==> src/hdl/md2_pkg.sv <==
package md2_pkg;

    localparam int BLOCK_BYTES = 16;
    localparam int WORK_BYTES  = 48;
    localparam int ROUND_COUNT = 18;

    localparam int WA_AW  = $clog2(WORK_BYTES);
    localparam int BLK_AW = $clog2(BLOCK_BYTES);
    localparam int RND_W  = $clog2(ROUND_COUNT);

    // input request
    typedef struct packed {
        logic [7:0] data_byte;
        logic       byte_present;
        logic       message_end;
    } t_md2_in;

    // digest byte request
    typedef struct packed {
        logic [7:0] digest_byte;
        logic       digest_last;
    } t_md2_out;

    typedef enum logic [3:0] {
        ST_CLEAR,
        ST_IDLE,
        ST_ABS_RD,
        ST_ABS_WR,
        ST_ABS_X,
        ST_CMP_RD,
        ST_CMP_RUN,
        ST_CK_RD,
        ST_CK_WR,
        ST_CK_X,
        ST_OUT_RD,
        ST_OUT_WAIT
    } t_state;

    // pi-derived substitution table
    localparam logic [7:0] PI_SBOX [256] = '{
        8'd41, 8'd46, 8'd67, 8'd201, 8'd162, 8'd216, 8'd124, 8'd1,
        8'd61, 8'd54, 8'd84, 8'd161, 8'd236, 8'd240, 8'd6, 8'd19,
        8'd98, 8'd167, 8'd5, 8'd243, 8'd192, 8'd199, 8'd115, 8'd140,
        8'd152, 8'd147, 8'd43, 8'd217, 8'd188, 8'd76, 8'd130, 8'd202,
        8'd30, 8'd155, 8'd87, 8'd60, 8'd253, 8'd212, 8'd224, 8'd22,
        8'd103, 8'd66, 8'd111, 8'd24, 8'd138, 8'd23, 8'd229, 8'd18,
        8'd190, 8'd78, 8'd196, 8'd214, 8'd218, 8'd158, 8'd222, 8'd73,
        8'd160, 8'd251, 8'd245, 8'd142, 8'd187, 8'd47, 8'd238, 8'd122,
        8'd169, 8'd104, 8'd121, 8'd145, 8'd21, 8'd178, 8'd7, 8'd63,
        8'd148, 8'd194, 8'd16, 8'd137, 8'd11, 8'd34, 8'd95, 8'd33,
        8'd128, 8'd127, 8'd93, 8'd154, 8'd90, 8'd144, 8'd50, 8'd39,
        8'd53, 8'd62, 8'd204, 8'd231, 8'd191, 8'd247, 8'd151, 8'd3,
        8'd255, 8'd25, 8'd48, 8'd179, 8'd72, 8'd165, 8'd181, 8'd209,
        8'd215, 8'd94, 8'd146, 8'd42, 8'd172, 8'd86, 8'd170, 8'd198,
        8'd79, 8'd184, 8'd56, 8'd210, 8'd150, 8'd164, 8'd125, 8'd182,
        8'd118, 8'd252, 8'd107, 8'd226, 8'd156, 8'd116, 8'd4, 8'd241,
        8'd69, 8'd157, 8'd112, 8'd89, 8'd100, 8'd113, 8'd135, 8'd32,
        8'd134, 8'd91, 8'd207, 8'd101, 8'd230, 8'd45, 8'd168, 8'd2,
        8'd27, 8'd96, 8'd37, 8'd173, 8'd174, 8'd176, 8'd185, 8'd246,
        8'd28, 8'd70, 8'd97, 8'd105, 8'd52, 8'd64, 8'd126, 8'd15,
        8'd85, 8'd71, 8'd163, 8'd35, 8'd221, 8'd81, 8'd175, 8'd58,
        8'd195, 8'd92, 8'd249, 8'd206, 8'd186, 8'd197, 8'd234, 8'd38,
        8'd44, 8'd83, 8'd13, 8'd110, 8'd133, 8'd40, 8'd132, 8'd9,
        8'd211, 8'd223, 8'd205, 8'd244, 8'd65, 8'd129, 8'd77, 8'd82,
        8'd106, 8'd220, 8'd55, 8'd200, 8'd108, 8'd193, 8'd171, 8'd250,
        8'd36, 8'd225, 8'd123, 8'd8, 8'd12, 8'd189, 8'd177, 8'd74,
        8'd120, 8'd136, 8'd149, 8'd139, 8'd227, 8'd99, 8'd232, 8'd109,
        8'd233, 8'd203, 8'd213, 8'd254, 8'd59, 8'd0, 8'd29, 8'd57,
        8'd242, 8'd239, 8'd183, 8'd14, 8'd102, 8'd88, 8'd208, 8'd228,
        8'd166, 8'd119, 8'd114, 8'd248, 8'd235, 8'd117, 8'd75, 8'd10,
        8'd49, 8'd68, 8'd80, 8'd180, 8'd143, 8'd237, 8'd31, 8'd26,
        8'd219, 8'd153, 8'd141, 8'd51, 8'd159, 8'd17, 8'd131, 8'd20
    };

endpackage

==> src/hdl/md2_ram.sv <==
module md2_ram #(
    parameter int DEPTH = 16,
    parameter int WIDTH = 8
) (
    input  logic                     i_clk,
    input  logic                     i_we,
    input  logic [$clog2(DEPTH)-1:0] i_waddr,
    input  logic [WIDTH-1:0]         i_wdata,
    input  logic                     i_re,
    input  logic [$clog2(DEPTH)-1:0] i_raddr,
    output logic [WIDTH-1:0]         o_rdata
);

    logic [WIDTH-1:0] r_mem [DEPTH];
    logic [WIDTH-1:0] r_rdata;

    // single write port
    always_ff @(posedge i_clk) begin
        if (i_we) begin
            r_mem[i_waddr] <= i_wdata;
        end
    end

    // registered read, holds when not enabled
    always_ff @(posedge i_clk) begin
        if (i_re) begin
            r_rdata <= r_mem[i_raddr];
        end
    end

    assign o_rdata = r_rdata;

endmodule

==> src/hdl/md2_message_digest_top.sv <==
// MD2 digest engine, one message byte per input request, each taken only once idle.
// Each absorbed byte passes through read, write and mix states; a full block adds a
// compression (one S-box step per cycle on the work-area memory port, 18 x 48 steps).
// Message end: pad bytes absorbed likewise, compression, checksum block load, then
// compression again, then 16 digest bytes as the output takes them, then a clear.
// Reset (synchronous, active low) starts a clearing pass of the chaining and
// checksum memories; no input request is taken until it finishes.
module md2_message_digest_top (
    input  logic              i_clk,
    input  logic              i_rst_n,
    input  logic              i_in_valid,
    output logic              o_in_ready,
    input  md2_pkg::t_md2_in  i_in_data,
    output logic              o_out_valid,
    input  logic              i_out_ready,
    output md2_pkg::t_md2_out o_out_data
);

    import md2_pkg::*;

    localparam logic [WA_AW-1:0]  WA_LAST  = WA_AW'(WORK_BYTES - 1);
    localparam logic [RND_W-1:0]  RND_LAST = RND_W'(ROUND_COUNT - 1);
    localparam logic [BLK_AW-1:0] BLK_LAST = BLK_AW'(BLOCK_BYTES - 1);
    localparam logic [1:0]        SEG_CHAIN = 2'd0;
    localparam logic [1:0]        SEG_BLOCK = 2'd1;
    localparam logic [1:0]        SEG_MIX   = 2'd2;

    t_state r_state, n_state;

    logic [BLK_AW-1:0] r_fill;
    logic [BLK_AW-1:0] r_k;
    logic [WA_AW-1:0]  r_idx;
    logic [RND_W-1:0]  r_rnd;
    logic [7:0]        r_t;
    logic [7:0]        r_ck_t;
    logic [7:0]        r_byte;
    logic [7:0]        r_x;
    logic              r_end;
    logic              r_padding;
    logic              r_final;
    logic              r_out_valid;
    t_md2_out          r_out;

    // memory ports
    logic              wa_we, wa_re;
    logic [WA_AW-1:0]  wa_waddr, wa_raddr;
    logic [7:0]        wa_wdata, wa_rdata;
    logic              ck_we, ck_re;
    logic [BLK_AW-1:0] ck_waddr, ck_raddr;
    logic [7:0]        ck_wdata, ck_rdata;

    logic       w_accept;
    logic       w_out_free;
    logic       w_fill_wrap;
    logic       w_cmp_done;
    logic [7:0] w_cmp_new;
    logic [7:0] w_ck_new;
    logic [7:0] w_pad_after;
    logic [7:0] w_pad_now;

    assign w_accept    = i_in_valid && o_in_ready;
    assign w_out_free  = !r_out_valid || i_out_ready;
    assign w_fill_wrap = (r_fill == BLK_LAST);
    assign w_cmp_done  = (r_idx == WA_LAST) && (r_rnd == RND_LAST);
    assign w_cmp_new   = wa_rdata ^ PI_SBOX[r_t];
    assign w_ck_new    = ck_rdata ^ PI_SBOX[r_byte ^ r_ck_t];
    // pad value after this byte lands, and for the current fill
    assign w_pad_after = 8'(BLOCK_BYTES) - 8'(r_fill + 1'b1);
    assign w_pad_now   = 8'(BLOCK_BYTES) - 8'(r_fill);

    // work area: chaining bytes 0..15, block 16..31, mix 32..47
    md2_ram #(
        .DEPTH (WORK_BYTES),
        .WIDTH (8)
    ) u_wa_ram (
        .i_clk   (i_clk),
        .i_we    (wa_we),
        .i_waddr (wa_waddr),
        .i_wdata (wa_wdata),
        .i_re    (wa_re),
        .i_raddr (wa_raddr),
        .o_rdata (wa_rdata)
    );

    // running checksum
    md2_ram #(
        .DEPTH (BLOCK_BYTES),
        .WIDTH (8)
    ) u_ck_ram (
        .i_clk   (i_clk),
        .i_we    (ck_we),
        .i_waddr (ck_waddr),
        .i_wdata (ck_wdata),
        .i_re    (ck_re),
        .i_raddr (ck_raddr),
        .o_rdata (ck_rdata)
    );

    // next state
    always_comb begin
        n_state = r_state;
        unique case (r_state)
            ST_CLEAR: begin
                if (r_k == BLK_LAST) n_state = ST_IDLE;
            end
            ST_IDLE: begin
                if (w_accept) begin
                    if (i_in_data.byte_present || i_in_data.message_end) begin
                        n_state = ST_ABS_RD;
                    end
                end
            end
            ST_ABS_RD: n_state = ST_ABS_WR;
            ST_ABS_WR: n_state = ST_ABS_X;
            ST_ABS_X: begin
                priority if (w_fill_wrap)      n_state = ST_CMP_RD;
                else if (r_padding || r_end)   n_state = ST_ABS_RD;
                else                           n_state = ST_IDLE;
            end
            ST_CMP_RD: n_state = ST_CMP_RUN;
            ST_CMP_RUN: begin
                if (w_cmp_done) begin
                    priority if (r_final)   n_state = ST_OUT_RD;
                    else if (r_padding)     n_state = ST_CK_RD;
                    else if (r_end)         n_state = ST_ABS_RD;
                    else                    n_state = ST_IDLE;
                end
            end
            ST_CK_RD: n_state = ST_CK_WR;
            ST_CK_WR: n_state = ST_CK_X;
            ST_CK_X: begin
                n_state = (r_k == BLK_LAST) ? ST_CMP_RD : ST_CK_RD;
            end
            ST_OUT_RD: n_state = ST_OUT_WAIT;
            ST_OUT_WAIT: begin
                if (w_out_free) begin
                    n_state = (r_k == BLK_LAST) ? ST_CLEAR : ST_OUT_RD;
                end
            end
            default: n_state = ST_CLEAR;
        endcase
    end

    // memory controls per state
    always_comb begin
        wa_we    = 1'b0;
        wa_waddr = '0;
        wa_wdata = '0;
        wa_re    = 1'b0;
        wa_raddr = '0;
        ck_we    = 1'b0;
        ck_waddr = '0;
        ck_wdata = '0;
        ck_re    = 1'b0;
        ck_raddr = '0;
        unique case (r_state)
            ST_CLEAR: begin
                wa_we    = 1'b1;
                wa_waddr = {SEG_CHAIN, r_k};
                ck_we    = 1'b1;
                ck_waddr = r_k;
            end
            ST_ABS_RD: begin
                wa_re    = 1'b1;
                wa_raddr = {SEG_CHAIN, r_fill};
                ck_re    = 1'b1;
                ck_raddr = r_fill;
            end
            ST_ABS_WR: begin
                wa_we    = 1'b1;
                wa_waddr = {SEG_BLOCK, r_fill};
                wa_wdata = r_byte;
                ck_we    = 1'b1;
                ck_waddr = r_fill;
                ck_wdata = w_ck_new;
            end
            ST_ABS_X: begin
                wa_we    = 1'b1;
                wa_waddr = {SEG_MIX, r_fill};
                wa_wdata = r_x;
            end
            ST_CMP_RD: begin
                wa_re    = 1'b1;
                wa_raddr = '0;
            end
            ST_CMP_RUN: begin
                // write back step k while fetching step k+1
                wa_we    = 1'b1;
                wa_waddr = r_idx;
                wa_wdata = w_cmp_new;
                wa_re    = 1'b1;
                wa_raddr = (r_idx == WA_LAST) ? '0 : r_idx + 1'b1;
            end
            ST_CK_RD: begin
                wa_re    = 1'b1;
                wa_raddr = {SEG_CHAIN, r_k};
                ck_re    = 1'b1;
                ck_raddr = r_k;
            end
            ST_CK_WR: begin
                wa_we    = 1'b1;
                wa_waddr = {SEG_BLOCK, r_k};
                wa_wdata = ck_rdata;
            end
            ST_CK_X: begin
                wa_we    = 1'b1;
                wa_waddr = {SEG_MIX, r_k};
                wa_wdata = r_x;
            end
            ST_OUT_RD: begin
                wa_re    = 1'b1;
                wa_raddr = {SEG_CHAIN, r_k};
            end
            ST_IDLE, ST_OUT_WAIT: begin
            end
            default: begin
            end
        endcase
    end

    // sequencer registers
    always_ff @(posedge i_clk) begin
        if (!i_rst_n) begin
            r_state     <= ST_CLEAR;
            r_k         <= '0;
            r_fill      <= '0;
            r_idx       <= '0;
            r_rnd       <= '0;
            r_ck_t      <= '0;
            r_end       <= 1'b0;
            r_padding   <= 1'b0;
            r_final     <= 1'b0;
            r_out_valid <= 1'b0;
        end else begin
            r_state <= n_state;

            // digest register: load into a free slot, drop once taken
            if (r_state == ST_OUT_WAIT && w_out_free) begin
                r_out_valid <= 1'b1;
            end else if (r_out_valid && i_out_ready) begin
                r_out_valid <= 1'b0;
            end

            unique case (r_state)
                ST_CLEAR: begin
                    r_k <= r_k + 1'b1;
                    if (r_k == BLK_LAST) begin
                        r_fill    <= '0;
                        r_ck_t    <= '0;
                        r_end     <= 1'b0;
                        r_padding <= 1'b0;
                        r_final   <= 1'b0;
                    end
                end
                ST_IDLE: begin
                    if (w_accept) begin
                        r_end <= i_in_data.message_end;
                        if (i_in_data.byte_present) begin
                            r_byte <= i_in_data.data_byte;
                        end else if (i_in_data.message_end) begin
                            r_byte    <= w_pad_now;
                            r_padding <= 1'b1;
                        end
                    end
                end
                ST_ABS_WR: begin
                    r_x    <= wa_rdata ^ r_byte;
                    r_ck_t <= w_ck_new;
                end
                ST_ABS_X: begin
                    r_fill <= r_fill + 1'b1;
                    // end of message seen: switch to padding once the byte is in
                    if (!w_fill_wrap && r_end && !r_padding) begin
                        r_byte    <= w_pad_after;
                        r_padding <= 1'b1;
                    end
                end
                ST_CMP_RD: begin
                    r_idx <= '0;
                    r_rnd <= '0;
                    r_t   <= '0;
                end
                ST_CMP_RUN: begin
                    if (r_idx == WA_LAST) begin
                        r_idx <= '0;
                        r_rnd <= r_rnd + 1'b1;
                        r_t   <= w_cmp_new + 8'(r_rnd);
                    end else begin
                        r_idx <= r_idx + 1'b1;
                        r_t   <= w_cmp_new;
                    end
                    if (w_cmp_done) begin
                        r_k <= '0;
                        // block ended exactly with the last message byte
                        if (!r_final && !r_padding && r_end) begin
                            r_byte    <= 8'(BLOCK_BYTES);
                            r_padding <= 1'b1;
                        end
                    end
                end
                ST_CK_WR: begin
                    r_x <= ck_rdata ^ wa_rdata;
                end
                ST_CK_X: begin
                    r_k <= r_k + 1'b1;
                    if (r_k == BLK_LAST) r_final <= 1'b1;
                end
                ST_OUT_WAIT: begin
                    if (w_out_free) begin
                        r_out.digest_byte <= wa_rdata;
                        r_out.digest_last <= (r_k == BLK_LAST);
                        r_k               <= r_k + 1'b1;
                    end
                end
                ST_ABS_RD, ST_CK_RD, ST_OUT_RD: begin
                end
                default: begin
                end
            endcase
        end
    end

    assign o_in_ready  = (r_state == ST_IDLE);
    assign o_out_valid = r_out_valid;
    assign o_out_data  = r_out;

endmodule

==> config.mk <==
export PLATFORM = sky130hd
export DESIGN_NAME = md2_message_digest_top
export DESIGN_NICKNAME = d
export VERILOG_FILES = /design/src/hdl/md2_pkg.sv /design/src/hdl/md2_ram.sv /design/src/hdl/md2_message_digest_top.sv
export SDC_FILE = /design/constraint.sdc
export NUM_CORES = 1
export LEC_CHECK = 0
export BUFFER_PORTS_ARGS = -buffer_cell sky130_fd_sc_hd__buf_2
export CORE_UTILIZATION = 63
export DETAILED_ROUTE_END_ITERATION = 8
export PLACE_DENSITY = 0.77
export SLEW_MARGIN = 20
export SYNTH_ARGS = -nofsm -noshare
export SYNTH_HDL_FRONTEND = slang
export SYNTH_SLANG_ARGS = --single-unit
==> constraint.sdc <==
create_clock -name i_clk -period 8.6 [get_ports i_clk]
set_clock_uncertainty 0.1 [all_clocks]
set_input_delay 0.43 -clock i_clk [delete_from_list [all_inputs] [get_ports i_clk]]
set_output_delay 0.43 -clock i_clk [all_outputs]
set_load 0.01 [all_outputs]
==> impl_metrics.csv <==
group,metric,value,unit
timing,timing.fmax,176,MHz
logic_synthesis,yosysWarnings,0,
power_and_ir_drop,peakVddDrop,0.220,mV
logic_synthesis,synth_edf_count,561,
logic_synthesis,yosys_most_used_dff,"edfxtp_1",
flow_run,max-cap-violations,0,
placement,hpwl,61.9,mm
floorplan,die_width,228,um
setup_path,endpoint,"r_t[6]",
floorplan,boundaryPins,25,
hold_path,hold_path_class,"primary input to flip-flop",
clock_tree,clock_sink_count,596,
floorplan,initial_core_util,64.0,%
global_routing,antenna_found_initial,2,
floorplan,die_y,228,um
timing,worst_slack,2.93,ns
clock_tree,clkTransAtPathRegs,0.07,ns
clock_tree,cts_hold_buffers,0,
setup_path,startpoint_type,"flip-flop",
setup_path,critPathLaunch,"r_t[1]",
timing,finalHoldViolations,0,
finish,areaGrowthSynthToFinish,6.75,%
logic_synthesis,synth_cell_types,101,
drt,vias_per_cell,7.23,
clock_tree,h-tree-depth,2,
power_and_ir_drop,leakagePower,11.7,nW
logic_synthesis,synth_area,32100,um2
logic_synthesis,ys_seq_area_share,54.7,%
setup_path,path_cells,"buf_4, inv_1, ha_1, buf_4, nor2b_1, or3_1, a21oi_1, nor2_1, mux4_2, mux2i_1, a211oi_1, inv_1, ha_1, a21o_1, a21oi_1, nand2b_1, a221oi_1, o21ai_0, nor3b_2",
logic_synthesis,synth_seq_cells,596,
logic_synthesis,netlist_instances,3049,
finish,nets,2971,
setup_path,worst_r2r_path_depth,19,
floorplan,dieArea,51800,um2
setup_path,r2r-start,"r_t[1]",
drt,wire_per_inst,27.3,um
timing,tightest_slew,1.30,ns
global_routing,grt-ovfl-total,0,
drt,antenna_left,0,
global_routing,grt_pass1_wl,148,mm
setup_path,crit_required,8.83,ns
power_and_ir_drop,p_per_area,166,nW/um2
finish,fin_util,68.3,%
setup_path,arrival,5.90,ns
logic_synthesis,syn_nets,3101,
logic_synthesis,synthArstFlopShare,0,%
timing,rsz0062_at_grt,"no",
drt,dr_total_vias,26300,
drt,drt_iter0_markers,4437,
clock_tree,numCtsBuffers,55,
setup_path,setup.worst_path.class,"flip-flop to flip-flop",
timing,setup_tns,0,ns
global_routing,grt_use_total,38.0,%
clock_tree,cts_root_buf,"clkbuf_16",
global_routing,grt-busiest-layer,"met2",
setup_path,max_stage_delay,0.61,ns
finish,drive_gt1_share,8.13,%
setup_path,rrSetupSlack,2.93,ns
setup_path,worstSetupEndpointType,"flip-flop",
setup_path,crit_path_top_delay_cell,"a211oi_1",
floorplan,core,50200,um2
timing,drv_slew,0,
global_routing,grt_pass1_vias,24100,
power_and_ir_drop,p_total,0.00568,W
clock_tree,tritoncts,"built",
timing,relSlewSlack,13.1,%
floorplan,std_cell_rows,82,
drt,first_pass_iters,7,
timing,period_needed,5.67,ns
global_routing,global_route.usage.met2,59.4,%
drt,post-route-drc-count,0,
placement,pre_cts_slack,3.08,ns
hold_path,hold_depth,2,
finish,fin_area,34300,um2
drt,wl,99.3,mm
logic_synthesis,syn_avg_cell_area,10.5,um2
timing,setup_viol,0,
global_routing,use_met3,6.36,%
clock_tree,cts_resized,0,
run_status,status,"complete, no violations",
global_routing,met1_usage,52.4,%
setup_path,cp_max_fo,29,
clock_tree,ctsLongestPathBuffers,3,
setup_path,reg2reg_to,"r_t[6]",
global_routing,grt_max_degree,98,
timing,fin_crit_sh,65.9,%
placement,placed_area,32400,um2
clock_tree,clk_latency,0.61,ns
clock_tree,cts_setup_buffers,0,
placement,gp_congestion,0.993,
placement,numPortBuffers,24,
## placed cells by master (no fill, tap or decap), types with 30 or more instances in the layout
cell       netlist  routed
ha_1            37      37
nor3_1          46      46
buf_4           10      52
dfxtp_1         35      34
and3_1          46      46
a31oi_1         76      76
nor2_1         202     192
edfxtp_1       561     561
mux2i_1         71      71
a311oi_1        65      64
nand3_1        151     151
clkbuf_16        0      55
nor2b_1         35      35
a211oi_1       100     100
nand2b_1        39      39
o211ai_1        30      30
nand2_1        506     503
and2_1          40      39
a21oi_1        138     136
o21ai_0        114     114
## power breakdown
part	total [W]	leakage (nW)	internal, W	switching [W]
sequential	0.00317	6.32	0.00316	0.00000962
combinational	0.0000976	4.52	0.0000283	0.0000692
clock	0.00242	0.875	0.00136	0.00106
## worst max-delay path, delay by kind of cell, from the launching register on
kind | cells | cell delay (ns)
buffers and inverters | 4 | 1.03
muxes | 2 | 0.65
adders and majority gates | 2 | 0.88
and+or+nand+nor | 5 | 0.96
AOI/OAI and AO/OA | 6 | 1.42
DFF | 1 | 0.32
## logic make-up after synthesis
family | share of synthesized area, %
mux | 3.64
fa+ha+maj | 1.51
flops | 54.7
compound gates | 18.1
simple gates | 16.5
buf+inv | 4.12
xor+xnor | 1.51
## state kept, by name (all words and copies together), names as in the netlist, 4 cells and up
| register | flops |
|---|---|
| r_rnd | 5 |
| u_wa_ram.o_rdata | 8 |
| r_t | 8 |
| r_k | 4 |
| r_x | 8 |
| r_fill | 4 |
| r_state | 4 |
| u_ck_ram.o_rdata | 8 |
| r_byte | 8 |
| r_idx | 6 |
| u_wa_ram.r_mem | 384 |
| o_out_data | 9 |
| u_ck_ram.r_mem | 128 |
| r_ck_t | 8 |
## worst min path at each step
stage / startpoint / to / slack (ns)
finish: i_in_data[9] / r_byte[7] / 0.05
global route: i_in_data[9] / r_byte[7] / 0.06
CTS: i_in_data[9] / r_byte[7] / 0.04
detailed placement: r_ck_t[0] / r_ck_t[0] / 0.37
global placement: r_ck_t[0] / r_ck_t[0] / 0.36
floorplan: r_ck_t[0] / r_ck_t[0] / 0.34
## area by class of cell
type / instances / area, um2
Antenna cell: 1 / 2.50
Sequential cell: 596 / 17500
Clock buffer: 75 / 1520
Multi-Input combinational cell: 2158 / 13400
Tap cell: 672 / 841
Fill cell: 3606 / 15900
Inverter: 31 / 116
Timing Repair Buffer: 77 / 538
Clock inverter: 26 / 253
## per-stage QoR
step	hold slack [ns]	instances
floorplan	0.341	3049
global placement	0.355	3533
detailed placement	0.372	3533
CTS	0.0421	3634
global route	0.0582	3636
finish	0.0503	3636
## synth_stat cells (all sizes together) (37+ instances only)
cell type  number  area, um2
clkbuf        140        526
a211oi        101        763
nor3           47        246
edfxtp        561      16800
a311oi         65        569
a31oi          76        475
buf           124        679
o21ai         132        661
nand2b         39        244
nand3         151        756
and2           48        300
ha             37        463
nand2         508       1910
and3           46        288
mux2i          72        733
nor2          206        783
a21oi         138        691
## per-layer routing
metal  share of wire (%)  vias up
met5                   0        -
li1                    -    11300
met3                  11      343
met1                  38    12600
met4                 4.7        0
met2                  46     2015
Note: power is estimated with default switching activity, not from simulation.
